==> src/rtl/sis_pkg.sv <==
// Package for the stationary interval segmenter: widths, limits and item types.
// Depends on nothing; every other RTL file but the assertion macros header imports it.
package sis_pkg;

	localparam int IDX_W = 17;
	localparam int ANGLE_W = 32;
	localparam logic [IDX_W-1:0] MAX_SAMPLES = IDX_W'(65536);
	localparam logic [IDX_W-1:0] FIRST_INDEX = IDX_W'(1);

	localparam int QDEPTH = 4;
	localparam int QPTR_W = $clog2(QDEPTH);
	localparam int QCNT_W = $clog2(QDEPTH + 1);

	typedef logic [IDX_W-1:0] index_t;
	typedef logic signed [ANGLE_W-1:0] angle_t;

	typedef struct packed {
		index_t begin_index;
		index_t end_index;
		angle_t interval_angle;
		logic   final_result;
	} result_t;

	typedef struct packed {
		logic [1:0] count;
		result_t    first;
		result_t    second;
	} push_t;

endpackage

==> src/rtl/sis_sample_if.sv <==
// Input channel of the stationary interval segmenter: one sample item per handshake.
// Depends on sis_pkg for the angle type.
interface sis_sample_if;
	import sis_pkg::*;

	logic   valid;
	logic   ready;
	logic   moving;
	angle_t angle;
	logic   last_sample;

	modport source (output valid, output moving, output angle, output last_sample,
		input ready);
	modport sink (input valid, input moving, input angle, input last_sample,
		output ready);

endinterface

==> src/rtl/sis_interval_if.sv <==
// Output channel of the stationary interval segmenter: one interval item per handshake.
// Depends on sis_pkg for the index and angle types.
interface sis_interval_if;
	import sis_pkg::*;

	logic   valid;
	logic   ready;
	index_t begin_index;
	index_t end_index;
	angle_t interval_angle;
	logic   final_result;

	modport source (output valid, output begin_index, output end_index,
		output interval_angle, output final_result, input ready);
	modport sink (input valid, input begin_index, input end_index,
		input interval_angle, input final_result, output ready);

endinterface

==> src/rtl/sis_front.sv <==
// Front part: accepts samples, cleans the held sample and tracks stationary runs.
// Produces zero to two interval items per sample; depends on sis_pkg and sis_sample_if.
module sis_front (
	input  logic           clk,
	input  logic           arst_n,
	sis_sample_if.sink     samples,
	input  logic           room,
	output sis_pkg::push_t push
);
	import sis_pkg::*;

	logic   pend_valid_q;
	logic   pend_moving_q;
	angle_t pend_angle_q;
	index_t idx_q;
	logic   inside_q;
	index_t run_begin_q;
	angle_t run_angle_q;

	logic    accept;
	logic    pm_clean;
	logic    close1, open1, inside1;
	index_t  rb1, end1, idx1;
	angle_t  ra1;
	logic    close2, open2, flush;
	index_t  rb2, end2, end3;
	angle_t  ra2;
	result_t res1, res2, res3;

	assign samples.ready = room;
	assign accept = samples.valid && samples.ready;

	always_comb begin
		pm_clean = pend_moving_q && !(!samples.moving && (pend_angle_q == samples.angle));
		close1 = pend_valid_q && inside_q && pm_clean;
		open1 = pend_valid_q && !inside_q && !pm_clean;
		inside1 = pend_valid_q ? !pm_clean : inside_q;
		rb1 = open1 ? idx_q : run_begin_q;
		ra1 = open1 ? pend_angle_q : run_angle_q;
		end1 = (idx_q > run_begin_q) ? idx_q - FIRST_INDEX : run_begin_q;
		idx1 = (pend_valid_q && (idx_q < MAX_SAMPLES)) ? idx_q + FIRST_INDEX : idx_q;

		close2 = samples.last_sample && inside1 && samples.moving;
		open2 = samples.last_sample && !inside1 && !samples.moving;
		flush = samples.last_sample && !samples.moving;
		rb2 = open2 ? idx1 : rb1;
		ra2 = open2 ? samples.angle : ra1;
		end2 = (idx1 > rb1) ? idx1 - FIRST_INDEX : rb1;
		end3 = (idx1 > rb2) ? idx1 : rb2;

		res1 = '{begin_index: run_begin_q, end_index: end1, interval_angle: run_angle_q,
			final_result: samples.last_sample && !flush};
		res2 = '{begin_index: rb1, end_index: end2, interval_angle: ra1,
			final_result: samples.last_sample};
		res3 = '{begin_index: rb2, end_index: end3, interval_angle: ra2,
			final_result: 1'b1};

		push.first = close1 ? res1 : (close2 ? res2 : res3);
		push.second = res3;
		push.count = accept ? (2'(close1) + 2'(close2) + 2'(flush)) : 2'd0;
	end

	always_ff @(posedge clk or negedge arst_n) begin
		if (!arst_n) begin
			pend_valid_q <= 1'b0;
			pend_moving_q <= 1'b0;
			pend_angle_q <= '0;
			idx_q <= FIRST_INDEX;
			inside_q <= 1'b0;
			run_begin_q <= '0;
			run_angle_q <= '0;
		end else if (accept) begin
			if (samples.last_sample) begin
				pend_valid_q <= 1'b0;
				pend_moving_q <= 1'b0;
				pend_angle_q <= '0;
				idx_q <= FIRST_INDEX;
				inside_q <= 1'b0;
				run_begin_q <= '0;
				run_angle_q <= '0;
			end else begin
				pend_valid_q <= 1'b1;
				pend_moving_q <= samples.moving;
				pend_angle_q <= samples.angle;
				idx_q <= idx1;
				inside_q <= inside1;
				run_begin_q <= rb1;
				run_angle_q <= ra1;
			end
		end
	end

endmodule

==> src/rtl/sis_queue.sv <==
// Back part: a short queue of interval items that drives the output channel.
// Takes up to two items a cycle from the front part while room is high; depends on sis_pkg and sis_interval_if.
module sis_queue (
	input  logic           clk,
	input  logic           arst_n,
	input  sis_pkg::push_t push,
	output logic           room,
	sis_interval_if.source intervals
);
	import sis_pkg::*;

	result_t           mem [QDEPTH];
	logic [QPTR_W-1:0] wr_ptr_q;
	logic [QPTR_W-1:0] rd_ptr_q;
	logic [QCNT_W-1:0] count_q;
	logic              pop;
	result_t           head;

	assign room = count_q <= QCNT_W'(QDEPTH - 2);
	assign pop = intervals.valid && intervals.ready;
	assign head = mem[rd_ptr_q];

	assign intervals.valid = count_q != '0;
	assign intervals.begin_index = head.begin_index;
	assign intervals.end_index = head.end_index;
	assign intervals.interval_angle = head.interval_angle;
	assign intervals.final_result = head.final_result;

	always_ff @(posedge clk) begin
		if (push.count != 2'd0) begin
			mem[wr_ptr_q] <= push.first;
		end
		if (push.count == 2'd2) begin
			mem[wr_ptr_q + QPTR_W'(1)] <= push.second;
		end
	end

	always_ff @(posedge clk or negedge arst_n) begin
		if (!arst_n) begin
			wr_ptr_q <= '0;
			rd_ptr_q <= '0;
			count_q <= '0;
		end else begin
			wr_ptr_q <= wr_ptr_q + QPTR_W'(push.count);
			rd_ptr_q <= rd_ptr_q + QPTR_W'(pop);
			count_q <= count_q + QCNT_W'(push.count) - QCNT_W'(pop);
		end
	end

endmodule

==> src/rtl/stationary_interval_segmenter.sv <==
// Top level of the stationary interval segmenter: front part, queue, channel interfaces.
// Depends on sis_pkg, sis_sample_if, sis_interval_if, sis_front and sis_queue.
//
//   Channel     Items      Fields
//   samples     in         moving, angle, last_sample
//   intervals   out        begin_index, end_index, interval_angle, final_result
//
// A sample is taken every cycle while the four-entry queue has room for two items.
// An interval item is written into the queue by the sample that closes or flushes it, then offered from the head.
// A final sample can give two items; the queue drains one item per cycle while intervals.ready is high.
// A stalled output fills the queue, then holds samples.ready low.
// Reset clears the run tracking and empties the queue.
module stationary_interval_segmenter (
	input  logic           clk,
	input  logic           arst_n,
	sis_sample_if.sink     samples,
	sis_interval_if.source intervals
);
	import sis_pkg::*;

	push_t push;
	logic  room;

	sis_front u_front (
		.clk     (clk),
		.arst_n  (arst_n),
		.samples (samples),
		.room    (room),
		.push    (push)
	);

	sis_queue u_queue (
		.clk       (clk),
		.arst_n    (arst_n),
		.push      (push),
		.room      (room),
		.intervals (intervals)
	);

endmodule

==> src/flat_wrapper.sv <==
// flat-port wrapper written by rule: the top's interface ports become plain ports
module stationary_interval_segmenter_flat import sis_pkg::*;
  (clk, arst_n, samples_valid, samples_moving, samples_angle, samples_last_sample, samples_ready, intervals_valid, intervals_begin_index, intervals_end_index, intervals_interval_angle, intervals_final_result, intervals_ready);
  sis_sample_if samples_i ();
  sis_interval_if intervals_i ();
  input  logic clk;
  input  logic arst_n;
  input wire logic [$bits(samples_i.valid)-1:0] samples_valid;
  input wire logic [$bits(samples_i.moving)-1:0] samples_moving;
  input wire logic [$bits(samples_i.angle)-1:0] samples_angle;
  input wire logic [$bits(samples_i.last_sample)-1:0] samples_last_sample;
  output wire logic [$bits(samples_i.ready)-1:0] samples_ready;
  output wire logic [$bits(intervals_i.valid)-1:0] intervals_valid;
  output wire logic [$bits(intervals_i.begin_index)-1:0] intervals_begin_index;
  output wire logic [$bits(intervals_i.end_index)-1:0] intervals_end_index;
  output wire logic [$bits(intervals_i.interval_angle)-1:0] intervals_interval_angle;
  output wire logic [$bits(intervals_i.final_result)-1:0] intervals_final_result;
  input wire logic [$bits(intervals_i.ready)-1:0] intervals_ready;
  assign samples_i.valid = samples_valid;
  assign samples_i.moving = samples_moving;
  assign samples_i.angle = samples_angle;
  assign samples_i.last_sample = samples_last_sample;
  assign samples_ready = samples_i.ready;
  assign intervals_valid = intervals_i.valid;
  assign intervals_begin_index = intervals_i.begin_index;
  assign intervals_end_index = intervals_i.end_index;
  assign intervals_interval_angle = intervals_i.interval_angle;
  assign intervals_final_result = intervals_i.final_result;
  assign intervals_i.ready = intervals_ready;
  stationary_interval_segmenter u_core (.clk(clk), .arst_n(arst_n), .samples(samples_i), .intervals(intervals_i));
endmodule
==> config.mk <==
export PLATFORM = sky130hd
export DESIGN_NAME = stationary_interval_segmenter_flat
export DESIGN_NICKNAME = d
export VERILOG_FILES = /design/src/rtl/sis_pkg.sv /design/src/rtl/sis_sample_if.sv /design/src/rtl/sis_interval_if.sv /design/src/rtl/sis_front.sv /design/src/rtl/sis_queue.sv /design/src/rtl/stationary_interval_segmenter.sv /design/src/flat_wrapper.sv
export SDC_FILE = /design/constraint.sdc
export NUM_CORES = 1
export LEC_CHECK = 0
export BUFFER_PORTS_ARGS = -buffer_cell sky130_fd_sc_hd__buf_2
export CORE_UTILIZATION = 45
export CTS_CLUSTER_SIZE = 30
export DETAILED_ROUTE_END_ITERATION = 8
export PLACE_DENSITY = 0.72
export SLEW_MARGIN = 20
export SYNTH_ARGS = -nofsm -noshare
export SYNTH_HDL_FRONTEND = slang
export SYNTH_SLANG_ARGS = --single-unit
export TNS_END_PERCENT = 50
==> constraint.sdc <==
create_clock -name clk -period 6.8 [get_ports clk]
set_input_delay 1.02 -clock clk [delete_from_list [all_inputs] [get_ports clk]]
set_output_delay 1.02 -clock clk [all_outputs]
set_load 0.005 [all_outputs]
Word-level counts from Yosys, hierarchy flattened. Memories as Yosys holds them, arrays and structs flattened. Cells that the tools add are included.

Flip-flop bits (word level): 108. Bits in writable memories: 268. Logic and storage cells: 74. Memories: 1.

Memory list: u_core.u_queue.mem (depth 4, bits a word 67, rd ports 1, clocked after memory_dff 0, wr ports 2, RTL line sis_queue.sv:12) `result_t mem [QDEPTH];`.

$add $sub $neg: 10. Magnitude comparators: 5. Eq/ne operators: 2. Mux-type cells: 23. Reduce and logical (&&, ||, !) cells: 23.

Operator list (number): $mux W17 (8); $mux W67 (2); $mux W32 (4); $gt A17 B17 Y1 (3); $sub A17 B1 Y17 const B (2); $eq A32 B32 Y1 (1); $add A17 B1 Y17 const B (1); $lt A17 B17 Y1 const B (1); $logic_and A1 B1 Y1 (15); $mux W1 (8); $logic_not A1 Y1 (6); $add A2 B1 Y2 (2); $add A3 B2 Y3 (1); $le A3 B2 Y1 const B (1); $reduce_bool A3 Y1 (1); $sub A3 B1 Y3 (1); $add A1 B1 Y2 (1); $add A2 B1 Y2 const B (1); $add A2 B2 Y2 (1); $eq A2 B2 Y1 const B (1); $mux W2 (1); $reduce_bool A2 Y1 (1).

Longest topological paths before layout. Gate-level depths: netlist (run 1).

Word-level depth: 14. Mapped depth: 24. Mapped depth without buffers: 21.

Hierarchy. Synthesis (run 1) repeated with hierarchy kept, for this count alone.

Cell total of the unflattened synthesis: 1860. Area, all modules: 22731.8 sq um.

By module, submodules not included: sis_queue (times used 1, cells an instance 689, area an instance 13337.8 sq um, seq. area each 8222.9 sq um); sis_front (times used 1, cells an instance 1171, area an instance 9394.0 sq um, seq. area each 2528.7 sq um).

Least setup slack after synthesis (run 1). OpenSTA, ideal clock, no wires.

Path kind: in2reg. Start point: input port samples_angle[1]. End point: memory u_core.u_queue.mem[0][10] (netlist name), enable pin. Setup time: 0.426 ns. Data arrival time: 5.812 ns. Data required time: 6.374 ns. Slack: 0.561 ns. Cell stages on the path: 16. Buffers on the path: 4. Cell sequence: xor2_1 -> nor4_1 -> nand3_1 -> o31ai_2 -> inv_1 -> and3_1 -> clkbuf_1 -> inv_1 -> clkbuf_1 -> clkbuf_1 -> fa_1 -> nor2_1 -> nor2_1 -> or3_1 -> clkbuf_1 -> nand2_1.

RTL lines: start, declared (RTL line flat_wrapper.sv:10) `input wire logic [$bits(samples_i.angle)-1:0] samples_angle;`; end, declared (RTL line sis_queue.sv:12).

==> results.json, run 1 <==
{
  "status": "finished with violations",
  "violations": "DRC",
  "critical_path_end_type": "register",
  "setup.worst_path.end": "u_core.u_queue.mem[1][42]",
  "leading_cell_type_by_number_of_instances_after_synthesis": "sky130_fd_sc_hd__nand2_1",
  "antenna_violations_before_repair": 3,
  "synth_warnings": 0,
  "maximum_clock_skew_at_final_layout_ps": 18.4,
  "cts.root.buffer_cell": "sky130_fd_sc_hd__clkbuf_16",
  "io_pins": 107,
  "cts_buffer_depth": 3,
  "worst-r2r-cell-count": 20,
  "drt-initial-drc-count": 2646,
  "dominantRegCellSynth": "sky130_fd_sc_hd__edfxtp_1",
  "yosys_register_bits": 376,
  "grt_setup_unrepaired": "false",
  "total_power_mw": 10.7,
  "die_y_um": 224,
  "gr-total-overflow": 0,
  "core_area_um2": 48700,
  "fin_nets": 2249,
  "clkSinkCount": 376,
  "port-buffer-count": 106,
  "syn_inst": 2079,
  "max_clock_freq_mhz": 158,
  "timing_worst_slew_pin_value_ps": 1060,
  "critical_path_arrival_ps": 6630,
  "cts_resized": 0,
  "vias_in_the_first_global_route": 17500,
  "cts.htree.levels": 2,
  "avgRoutedWirePerCell_um": 24.9,
  "drive_above_1_share": 0.173,
  "worstHoldPathType": "input port to async pin",
  "detail_route.vias_per_cell": 6.49,
  "avgSynthCellArea_um2": 10.7,
  "grt_pass1_wl_mm": 107,
  "dpl.hpwl_mm": 45.5,
  "maxSlewHeadroom": 0.296,
  "timing.setup.tns_ps": 0,
  "whs_ps": 450,
  "finalHoldViolations": 0,
  "cts_tree": "done",
  "cts_hold_buf": 0,
  "setup-violations-final": 0,
  "clk_latency_ps": 580,
  "finish.cell_count_without_fillers": 2851,
  "yosys.cell_types.count": 77,
  "r2r-end": "u_core.u_queue.mem[1][42]",
  "track_usage": 0.278,
  "cts.reportedPaths.clkPinSlew_ps": 60,
  "critical_path.startpoint": "samples_angle[17]",
  "initial_core_util": 0.455,
  "synth_common_cells": "sky130_fd_sc_hd__nand2_1 (267), sky130_fd_sc_hd__edfxtp_1 (264), sky130_fd_sc_hd__o21ai_0 (175)",
  "number_of_rows_in_the_core_area": 81,
  "post_cts.repair.setup_buffers": 0,
  "synth_enable_flop_cells": 264,
  "synth.yosys.seq_area_share": 0.483,
  "leakage_nw": 9.45,
  "drt_drc_violations_left": 2,
  "finalWirelength_mm": 71.0,
  "power_density_nw_per_um2": 425,
  "grt_max_degree": 97,
  "gp_congestion": 0.984,
  "ranking_of_synthesized_cells_by_area": "sky130_fd_sc_hd__edfxtp_1 (36%), sky130_fd_sc_hd__dfrtp_1 (12%), sky130_fd_sc_hd__mux4_2 (6.8%)",
  "postRouteAntennaNets": 0,
  "synth.largest_area_cell": "sky130_fd_sc_hd__edfxtp_1",
  "fin_crit_ps": 6340,
  "area_share_of_the_leading_cell_type_in_the_synthesized_netlist": 0.357,
  "report.final.slew_viol_count": 0,
  "async_flop_share": 0.287,
  "peakVddDrop_mv": 0.224,
  "crit_path_start_kind": "input port",
  "max_cap_violations": 0,
  "drt_pre_antenna_iters": 8,
  "critPathRequiredTime_ps": 7090,
  "final_min_period_over_clock_period": 0.932,
  "chipWidth_um": 224,
  "detailroute.via_count": 18500,
  "reg2reg_slack_ps": 550,
  "crit_fanout": 18,
  "syn-cell-area_um2": 22200,
  "floorplan.die_area_um2": 50200,
  "number_of_buffers_created_by_cts": 41,
  "setup.worst_path.class": "input port to register",
  "mappedNetlistNets": 2176,
  "reg_to_reg_startpoint": "u_core.u_front.pend_angle_q[17]",
  "placed_cells_incl_taps": 2773,
  "synthToLayoutAreaGrowth_pct": 13.6
}
[flip-flops by register name, indices dropped and copies added, names as in the netlist]
| signal | flops |
|---|---|
| u_core.u_front.run_begin_q | 17 |
| u_core.u_queue.wr_ptr_q | 2 |
| u_core.u_front.idx_q | 17 |
| u_core.u_queue.rd_ptr_q | 2 |
| u_core.u_front.pend_angle_q | 32 |
| u_core.u_queue.count_q | 3 |
| u_core.u_front.run_angle_q | 32 |
| u_core.u_front.pend_moving_q | 1 |
| u_core.u_front.pend_valid_q | 1 |
| u_core.u_queue.mem | 268 |
| u_core.u_front.inside_q | 1 |
[critical path: stages]
cell and delay [ps]:
sky130_fd_sc_hd__buf_2 130, sky130_fd_sc_hd__xor2_1 150, sky130_fd_sc_hd__nor4_1 710, sky130_fd_sc_hd__buf_4 230, sky130_fd_sc_hd__nand3_1 170, sky130_fd_sc_hd__nor2_1 380, sky130_fd_sc_hd__o21a_1 570, sky130_fd_sc_hd__nor2_1 100
sky130_fd_sc_hd__a21oi_1 580, sky130_fd_sc_hd__inv_1 190, sky130_fd_sc_hd__ha_1 360, sky130_fd_sc_hd__and4_1 220, sky130_fd_sc_hd__a21oi_1 160, sky130_fd_sc_hd__nand2_1 70, sky130_fd_sc_hd__a211oi_1 280, sky130_fd_sc_hd__o31ai_1 150
sky130_fd_sc_hd__o22ai_2 240, sky130_fd_sc_hd__buf_12 220, sky130_fd_sc_hd__mux2i_1 360, sky130_fd_sc_hd__buf_4 200, sky130_fd_sc_hd__o221ai_1 120
[power breakdown]
part           switching, mW  internal (mW)  total [mW]
combinational           3.05           1.98        5.03
clock                  0.961           1.44        2.40
sequential             0.452           2.83        3.28
[routing by layer]
metal,global-route usage,routed length (um)
met1,0.389,28700
met2,0.423,32000
met3,0.0605,7730
met4,0.106,2510
met5,0,12
[layout by cell type, fill, tap and decap left out, drive strengths merged, types with 7 or more instances in the layout]
cell    Yosys  layout
a211o       7       7
a21o       11      11
a21oi     111     111
a22o      138     138
a22oi      38      38
a31o        7       7
buf        34     189
bufinv      0       7
clkbuf    125      52
clkinv      4      14
dfrtp     107     107
edfxtp    264     264
ha         57      57
inv        54      59
mux2i      73      73
mux4       67      67
nand2     269     269
nand2b     26      26
nand3      15      15
nand4      14      14
nor2      121     121
nor2b       9       9
nor3       20      20
nor4       15      15
o21a       17      17
o21ai     180     180
o221ai     31      31
o22ai      99      99
or3         8       8
xnor2      32      32
xor2       51      51
[area by class of cell]
type / count / area [um^2]
flip-flops and latches: 376 / 10700
diodes: 2 / 5.00
clock inverters: 24 / 333
well taps: 664 / 831
multi-input cells: 1486 / 10800
repair buffers: 189 / 1220
inverters: 58 / 218
clock buffers: 52 / 1110
fillers: 4185 / 23500
[metrics by stage]
step | utilization | instance area [um^2] | setup WS, ps
global route | 0.517 | 25200 | 217
global placement | 0.487 | 23800 | 368
detailed placement | 0.487 | 23800 | 285
finish | 0.517 | 25200 | 463
CTS | 0.517 | 25200 | 890
floorplan | - | 22200 | 561
[logic make-up (layout without fill, tap and decap cells)]
family	Yosys count	count (layout)	synth area share
buffers and inverters	217	323	0.0385
xor gates and xnor gates	83	83	0.0328
AOI/OAI and AO/OA	676	676	0.203
and+or+nand+nor	527	527	0.106
DFF	376	376	0.483
adders and majority gates	59	59	0.0339
muxes	141	141	0.103
other	0	2	0
[worst min path at each step]
stage | from | endpoint | slack (ps) | cells after the start
after floorplan | u_core.u_queue.mem[2][0] | u_core.u_queue.mem[2][0] | 450 | 1
after global placement | u_core.u_queue.mem[1][0] | u_core.u_queue.mem[1][0] | 460 | 1
after detailed placement | u_core.u_queue.mem[2][0] | u_core.u_queue.mem[2][0] | 480 | 1
after CTS | arst_n | u_core.u_front.run_angle_q[8] | 450 | 1
after global routing | arst_n | u_core.u_front.pend_angle_q[6] | 480 | 1
final | arst_n | u_core.u_front.pend_angle_q[9] | 450 | 1
Power figures use the tool's default switching activity.
==> run 2: changes to the inputs <==
- CTS_BUF_LIST: not set -> sky130_fd_sc_hd__clkbuf_4 sky130_fd_sc_hd__clkbuf_8 sky130_fd_sc_hd__clkbuf_16
- SLEW_MARGIN: 20 -> not set
==> run 2 against run 1 <==
The flow still finishes with violations (DRC). Design area about the same. Highest routed layer unchanged. Hold slack improved by 1.3 ps. Combinational power about the same. Critical endpoint is now u_core.u_queue.mem[2][42]. Sequential share of layout area about the same. Cell count unchanged.
==> results.json, run 2 (synthesis gave the netlist of run 1 again) <==
{
  "mostFrequentLayoutCell": "sky130_fd_sc_hd__edfxtp_1",
  "grt_max_degree": 97,
  "total_power_mw": 10.7,
  "cts_buffer_depth": 3,
  "timing_worst_slew_pin_value_ps": 1410,
  "switching_share": 0.416,
  "number_of_rows_in_the_core_area": 81,
  "cts_resized": 0,
  "clkSinkCount": 376,
  "worstHoldPathType": "input port to async pin",
  "leakage_nw": 9.47,
  "max_flop_register": "u_core.u_queue.mem",
  "vias_in_the_first_global_route": 17500,
  "drt_drc_violations_left": 2,
  "report.final.slew_viol_count": 0,
  "reg_to_reg_startpoint": "u_core.u_front.pend_angle_q[17]",
  "total_met2_wirelength_after_detailed_routing_mm": 31.9,
  "avgRoutedWirePerCell_um": 24.9,
  "cts_hold_buf": 0,
  "detailed_route_wirelength_on_metal3_mm": 7.80,
  "crit_path_start_kind": "input port",
  "critical_path_end_type": "register",
  "comb_power_share": 0.468,
  "synthToLayoutAreaGrowth_pct": 13.7,
  "number_of_flip_flops_in_the_largest_register": 268,
  "post-route-cell-area_um2": 25200,
  "dpl.hpwl_mm": 45.5,
  "gp_congestion": 0.984,
  "maxUsedRoutingLayer": "met5",
  "critical_path_arrival_ps": 6600,
  "cts.root.buffer_cell": "sky130_fd_sc_hd__clkbuf_16",
  "core_area_um2": 48700,
  "detailroute.via_count": 18600,
  "max_clock_freq_mhz": 157,
  "fin_crit_ps": 6360,
  "critPathRequiredTime_ps": 7050,
  "peakVddDrop_mv": 0.224,
  "power.share.clock": 0.226,
  "fin_nets": 2249,
  "floorplan.die_area_um2": 50200,
  "violations": "DRC",
  "r2r-end": "u_core.u_queue.mem[2][42]",
  "postRouteAntennaNets": 0,
  "number_of_buffers_created_by_cts": 41,
  "placed_cells_incl_taps": 2773,
  "detail_route.vias_per_cell": 6.51,
  "finalWirelength_mm": 71.0,
  "grt_pass1_wl_mm": 107,
  "max_cap_violations": 0,
  "crit_fanout": 18,
  "setup-violations-final": 0,
  "p_int_mw": 6.27,
  "wl_met1_mm": 28.8,
  "drive_above_1_share": 0.175,
  "finish.cell_count_without_fillers": 2851,
  "finalCoreUtilization": 0.517,
  "pwr-share-seq": 0.306,
  "die_y_um": 224,
  "antenna_violations_before_repair": 3,
  "drt-initial-drc-count": 2666,
  "worst-r2r-cell-count": 20,
  "track_usage": 0.279,
  "maxSlewHeadroom": 0.0593,
  "biggest_regs": "u_core.u_queue.mem: 268 flops, u_core.u_front.pend_angle_q: 32 flops, u_core.u_front.run_angle_q: 32 flops",
  "initial_core_util": 0.455,
  "maximum_clock_skew_at_final_layout_ps": 16.5,
  "fill_cells": 4182,
  "post_cts.repair.setup_buffers": 0,
  "layout.cells.most_common_list": "sky130_fd_sc_hd__edfxtp_1 (264), sky130_fd_sc_hd__nand2_1 (262), sky130_fd_sc_hd__o21ai_0 (175)",
  "port-buffer-count": 106,
  "critical_path.startpoint": "samples_angle[17]",
  "grt_setup_unrepaired": "false",
  "status": "finished with violations",
  "timing.setup.tns_ps": 0,
  "setup.worst_path.class": "input port to register",
  "finalHoldViolations": 0,
  "chipWidth_um": 224,
  "final_min_period_over_clock_period": 0.935,
  "reg2reg_slack_ps": 540,
  "clk_latency_ps": 580,
  "net-switching-power_mw": 4.47,
  "cts.reportedPaths.clkPinSlew_ps": 60,
  "placed_area_um2": 23800,
  "power_density_nw_per_um2": 426,
  "io_pins": 107,
  "drt_pre_antenna_iters": 8,
  "cts_tree": "done",
  "gr-total-overflow": 0,
  "cts.htree.levels": 2
}
## run 2: how the worst max path moves through the flow
stage	to	slack, ps	depth (start not counted)
floorplan	u_core.u_queue.mem[0][10]	560	16
global placement	u_core.u_queue.mem[1][48]	370	20
detailed placement	u_core.u_queue.mem[2][42]	280	22
CTS	u_core.u_queue.mem[1][36]	890	21
global route	u_core.u_queue.mem[0][35]	220	21
finish	u_core.u_queue.mem[2][42]	440	21
## run 2: stage by stage
| step | setup WS (ps) | hold slack, ps |
|---|---|---|
| after floorplan | 561 | 453 |
| after global routing | 221 | 473 |
| final | 444 | 451 |
| after detailed placement | 285 | 477 |
| after global placement | 368 | 461 |
| after CTS | 890 | 446 |
## run 2: power by group through the flow
stage	combinational (mW)	sequential [mW]	clock (mW)
floorplan	3.52	3.08	0
global placement	4.77	3.28	0
detailed placement	4.92	3.32	0
CTS	4.95	3.27	2.44
global route	5.42	3.34	2.52
finish	5.03	3.28	2.43
## run 2: metal layers
layer,up-vias,track usage
met4,2,0.106
met1,9061,0.390
li1,8070,-
met3,203,0.0610
met2,1232,0.423
met5,-,0
## run 2: critical path, stage by stage
cell and delay, ps:
sky130_fd_sc_hd__buf_2 130, sky130_fd_sc_hd__xor2_1 150, sky130_fd_sc_hd__nor4_1 710, sky130_fd_sc_hd__buf_4 230, sky130_fd_sc_hd__nand3_1 170, sky130_fd_sc_hd__nor2_1 380
sky130_fd_sc_hd__o21a_1 560, sky130_fd_sc_hd__nor2_1 110, sky130_fd_sc_hd__a21oi_1 580, sky130_fd_sc_hd__inv_1 180, sky130_fd_sc_hd__ha_1 350, sky130_fd_sc_hd__and4_1 210
sky130_fd_sc_hd__a21oi_1 160, sky130_fd_sc_hd__nand2_1 70, sky130_fd_sc_hd__a211oi_1 280, sky130_fd_sc_hd__o31ai_1 150, sky130_fd_sc_hd__o22ai_2 250, sky130_fd_sc_hd__buf_12 230
sky130_fd_sc_hd__mux2i_1 380, sky130_fd_sc_hd__buf_4 200, sky130_fd_sc_hd__o221ai_1 90
## run 2: final cells by class
type                    count  area, um^2  share of cell area
flip-flops and latches    376       10700               0.425
clock buffers              52        1130              0.0449
repair buffers            189        1220              0.0483
diodes                      2        5.00            0.000198
clock inverters            24         333              0.0132
multi-input cells        1486       10800               0.427
inverters                  58         218             0.00863
well taps                 664         831              0.0329
